## src/rtl/core/indexed_max_heap_queue_assert.svh

```systemverilog
// Assertion macros for the indexed max-heap queue
`ifndef INDEXED_MAX_HEAP_QUEUE_ASSERT_SVH
`define INDEXED_MAX_HEAP_QUEUE_ASSERT_SVH
// implication checked every clock, off during reset
`define IMHQ_ASSERT_IMPL(lbl, ante, cons, msg) \
   lbl: assert property (@(posedge clock) disable iff (reset) (ante) |-> (cons)) \
      else $error(msg);
// implication whose consequent is checked in the cycle after the antecedent
`define IMHQ_ASSERT_NEXT(lbl, ante, cons, msg) \
   lbl: assert property (@(posedge clock) disable iff (reset) (ante) |=> (cons)) \
      else $error(msg);
`endif

```

## src/rtl/core/imhq_pkg.sv

```systemverilog
// Shared types and codes for the indexed max-heap queue
package imhq_pkg;
   localparam logic [1:0] MODE_INSERT = 2'd0;
   localparam logic [1:0] MODE_POP    = 2'd1;
   localparam logic [1:0] MODE_CLEAR  = 2'd2;
   localparam logic [1:0] MODE_NOP    = 2'd3;

   // key compare result from the shared compare unit
   typedef struct packed {
      logic gt;
   } cmp_rsp_type;
endpackage

```

## src/rtl/core/imhq_cmp.sv

```systemverilog
// Shared registered key comparator
module imhq_cmp #(
   parameter int KEY_BITS = 32
) (
   input  logic                  clock,
   input  logic [KEY_BITS-1:0]   a_key,
   input  logic [KEY_BITS-1:0]   b_key,
   output imhq_pkg::cmp_rsp_type rsp
);
   imhq_pkg::cmp_rsp_type rsp_ff;
   always_ff @(posedge clock) begin
      rsp_ff.gt <= a_key > b_key;
   end
   assign rsp = rsp_ff;
endmodule

```

## config.mk

```make
export PLATFORM = sky130hd
export DESIGN_NAME = imhq_cmp
export DESIGN_NICKNAME = d
export VERILOG_FILES = /design/src/rtl/core/indexed_max_heap_queue_assert.svh /design/src/rtl/core/imhq_pkg.sv /design/src/rtl/core/imhq_cmp.sv
export SDC_FILE = /design/constraint.sdc
export NUM_CORES = 1
export LEC_CHECK = 0
export BUFFER_PORTS_ARGS = -buffer_cell sky130_fd_sc_hd__buf_4
export CELL_PAD_IN_SITES_DETAIL_PLACEMENT = 1
export CELL_PAD_IN_SITES_GLOBAL_PLACEMENT = 1
export CORE_MARGIN = 8
export CORE_UTILIZATION = 27
export CTS_CLUSTER_DIAMETER = 200
export DETAILED_ROUTE_END_ITERATION = 8
export PLACE_DENSITY = 0.93
export SLEW_MARGIN = 10
export SYNTH_ARGS = -nofsm -noshare
export SYNTH_HDL_FRONTEND = slang
export SYNTH_SLANG_ARGS = --single-unit
export TNS_END_PERCENT = 20
```

## constraint.sdc

```tcl
create_clock -name clock -period 3.8 [get_ports clock]
set_clock_uncertainty 0.15 [all_clocks]
set_input_delay 0.76 -clock clock [delete_from_list [all_inputs] [get_ports clock]]
set_output_delay 0.76 -clock clock [all_outputs]
set_load 0.01 [all_outputs]
```

# Word level (Yosys, flattened, before mapping)
# Cells that the tools add are included.
[word_totals]
ff_bits = 1
in_bits = 65
[classes]
n_lt_le_gt_ge = 1
[ops]
columns = ["operator", "n"]
rows = [
  ["> comparator 32 bit", 1],
]

# Logic depth before layout (Yosys ltp)
[depth]
ltp_word = 1
mapped_depth = 7
depth_no_buf = 7

# Worst setup path before layout
# Ideal clock, no wire load.
[synth_path]
path_type = "in2reg"
from = "input port b_key[17]"
to = "register rsp_ff, in the netlist rsp"
setup_time_ns = 0.126
arrival_ns = 2.035
path_buffers = 0
path_slack_ns = 1.490
required_ns = 3.524
path_stages = 7
path_cell_list = "inv_1 ha_1 a21oi_1 o21ai_1 a221o_1 a2111oi_2 a21oi_1"
[synth_via]
elab_chain_cells = 1
[synth_lines]
columns = ["element", "line_no", "text"]
rows = [
  ["start: declaration", "imhq_cmp.sv:7", "input logic [KEY_BITS-1:0] b_key,"],
  ["> comparator 32 bit", "imhq_cmp.sv:12", "rsp_ff.gt <= a_key > b_key;"],
  ["end: declaration", "imhq_cmp.sv:10", "imhq_pkg::cmp_rsp_type rsp_ff;"],
]
# Every way passes these cells.

# Worst setup path after layout
[layout_path]
from = "input port a_key[19]"
to = "register rsp_ff, in the netlist rsp"
[layout_via]
elab_chain_cells = 1
[layout_lines]
columns = ["element", "line_no", "text"]
rows = [
  ["start: declaration", "imhq_cmp.sv:6", "input logic [KEY_BITS-1:0] a_key,"],
  ["> comparator 32 bit", "imhq_cmp.sv:12", ""],
]
# Every way passes these cells.

==> impl_metrics.json <==
{
  "finalWirelength_um": 2790,
  "start_util_pct": 27.7,
  "synth_cell_types": 20,
  "max_clock_freq_mhz": 397,
  "synth_warnings": 0,
  "cts.repair.resized": 0,
  "rsz0062_at_grt": "no",
  "syn_inst": 113,
  "wl_per_cell_um": 13.2,
  "startpoint_type": "input port",
  "syn_nets": 210,
  "dieArea_um2": 5080,
  "timing.final.crit_share_pct": 66.3,
  "switching_share_pct": 35.9,
  "drc": 0,
  "finalWeightedCongestion": 0.729,
  "fill_cells": 395,
  "grt_max_degree": 4,
  "crit_type": "in2reg",
  "finalSetupTns_ns": 0,
  "chipWidth_um": 71.3,
  "power.density_nw_per_um2": 103,
  "multi_input_area_um2": 686,
  "p_int_uw": 89.1,
  "ys_ff_latch": 1,
  "clkTransAtPathRegs_ns": 0,
  "synth_area_leaders": "ha_1 48%, inv_1 15%, a21oi_1 7.9%",
  "clkPwrFrac_pct": 0,
  "seq_area_um2": 20.0,
  "critical_path.endpoint": "rsp$_DFF_P_",
  "synth_top_area_cell": "ha_1",
  "ys_seq_area_share_pct": 2.42,
  "p_sw_uw": 50.0,
  "ant_nets": 0,
  "post-place-ws_ns": 1.25,
  "io_buffer_count": 65,
  "status": "complete, no violations",
  "nets": 277,
  "drv_slew": 0,
  "grt_usage_pct": 10.5,
  "cap_violations": 0,
  "syn_area_um2": 826,
  "worst_ep_required_time_ns": 3.52,
  "hpwl_um": 2720,
  "gr-total-overflow": 0,
  "die_height_um": 71.3,
  "antenna_cells": 0,
  "vdd.ir_drop.worst_uv": 30.6,
  "syn_to_final_growth_pct": 64.1,
  "path_max_fanout": 3,
  "period_needed_ns": 2.52,
  "postSynthAreaPerCell_um2": 7.31,
  "setup_viol": 0,
  "power.leakage_uw": 0.000829,
  "cts_setup_buffers": 0,
  "antenna_found_initial": 0,
  "worstSetupEndpointType": "register",
  "drt-initial-drc-count": 15,
  "hold_path_class": "reg2out",
  "grt_pass1_vias": 1079,
  "coreArea_um2": 2980,
  "hold_viol": 0,
  "netlist.area_leader.share_pct": 48.5,
  "crit_path_start": "a_key[19]",
  "max_slew_margin_pct": 72.7,
  "drtPass1Iterations": 3,
  "grt_pass1_wl_um": 4570,
  "power_frac_comb_pct": 91.0,
  "worst_pin_slew_ns": 0.406,
  "vias": 996,
  "num_rows": 20,
  "critPathArrivalTime_ns": 2.24,
  "pin_count": 66,
  "seqPwrFrac_pct": 9.0,
  "final_layout_size_suffix_gt1_share_pct": 37.1,
  "via_per_inst": 4.72,
  "worst_slack_ns": 1.28,
  "largest_reg_flops": 1,
  "hold_buffers": 0
}
==> placed cells by master, fill, tap and decap left out <==
cell,count
buf_4,65
inv_1,32
ha_1,32
a21oi_1,13
nand2_1,6
nand3_1,5
nand4_1,5
nor2_1,3
a221o_1,2
a21o_1,2
a21boi_0,2
and4_1,2
o21ai_0,1
nor2b_1,1
o211ai_1,1
nor4_1,1
nor4bb_1,1
o31ai_1,1
o21ai_1,1
a2111oi_2,1
dfxtp_1,1
==> critical path, cell delays in order <==
cell	delay (ns)
buf_4	0.11
ha_1	0.32
a21oi_1	0.15
o21ai_1	0.08
a221o_1	0.37
a2111oi_2	0.35
a21oi_1	0.10
==> cells in the mapped netlist <==
| cell | n |
|---|---|
| nor2b_1 | 1 |
| inv_1 | 32 |
| a21boi_0 | 2 |
| nand2_1 | 6 |
| a21o_1 | 2 |
| o21ai_0 | 1 |
| nand4_1 | 5 |
| and4_1 | 2 |
| nand3_1 | 5 |
| ha_1 | 32 |
| a221o_1 | 2 |
| o31ai_1 | 1 |
| nor4_1 | 1 |
| nor4bb_1 | 1 |
| dfxtp_1 | 1 |
| nor2_1 | 3 |
| a2111oi_2 | 1 |
| a21oi_1 | 13 |
| o21ai_1 | 1 |
| o211ai_1 | 1 |
==> through the flow <==
| stage | hold slack (ns) | util (%) | total power (uW) | std cells | cell area (um2) |
|---|---|---|---|---|---|
| final | 1.02 | 45.5 | 139 | 211 | 1360 |
| after global routing | 1.03 | 45.5 | 157 | 211 | 1360 |
| after CTS | 1.03 | 45.5 | 142 | 211 | 1360 |
| after detailed placement | 1.03 | 45.5 | 141 | 211 | 1360 |
| after global placement | 1.01 | 45.5 | 135 | 211 | 1360 |
| after floorplan | 0.914 | - | 70.7 | 113 | 826 |
==> area by class of cell <==
| cell class | count | share of cell area [%] |
|---|---|---|
| timing repair buffer | 65 | 36.0 |
| multi-input combinational | 80 | 50.6 |
| sequential | 1 | 1.48 |
| inverter | 32 | 8.86 |
| tap | 33 | 3.05 |
==> worst min-delay path by stage <==
stage	from	endpoint	slack, ns	cells past startpoint
2_1_floorplan	rsp$_DFF_P_	rsp	0.91	0
3_3_place_gp	rsp$_DFF_P_	rsp	1.01	1
3_5_place_dp	rsp$_DFF_P_	rsp	1.03	1
4_1_cts	rsp$_DFF_P_	rsp	1.03	1
5_1_grt	rsp$_DFF_P_	rsp	1.03	1
6_report	rsp$_DFF_P_	rsp	1.02	1
==> power groups by stage <==
stage	Sequential, uW	Clock, uW	Combinational, uW
after global routing	12.7	0	144
after global placement	12.4	0	122
after CTS	12.6	0	129
final	12.5	0	127
after detailed placement	12.6	0	128
after floorplan	13.2	0	57.5
==> per-layer routing <==
metal / up-vias / wire [um] / track usage [%]
met5: - / 0 / 0
met4: 0 / 21 / 0.924
met3: 2 / 200 / 2.23
met2: 33 / 1430 / 20.5
met1: 436 / 1130 / 11.4
li1: 525 / - / -
==> logic make-up (layout without fill, tap and decap cells) <==
kind of cell | count (synthesis) | count (layout) | share of synthesized area (%)
compound gates | 24 | 24 | 18.8
fa+ha+maj | 32 | 32 | 48.5
buf+inv | 32 | 97 | 14.5
flops | 1 | 1 | 2.42
simple gates | 24 | 24 | 15.8
Note: power is estimated with default switching activity, not from simulation.
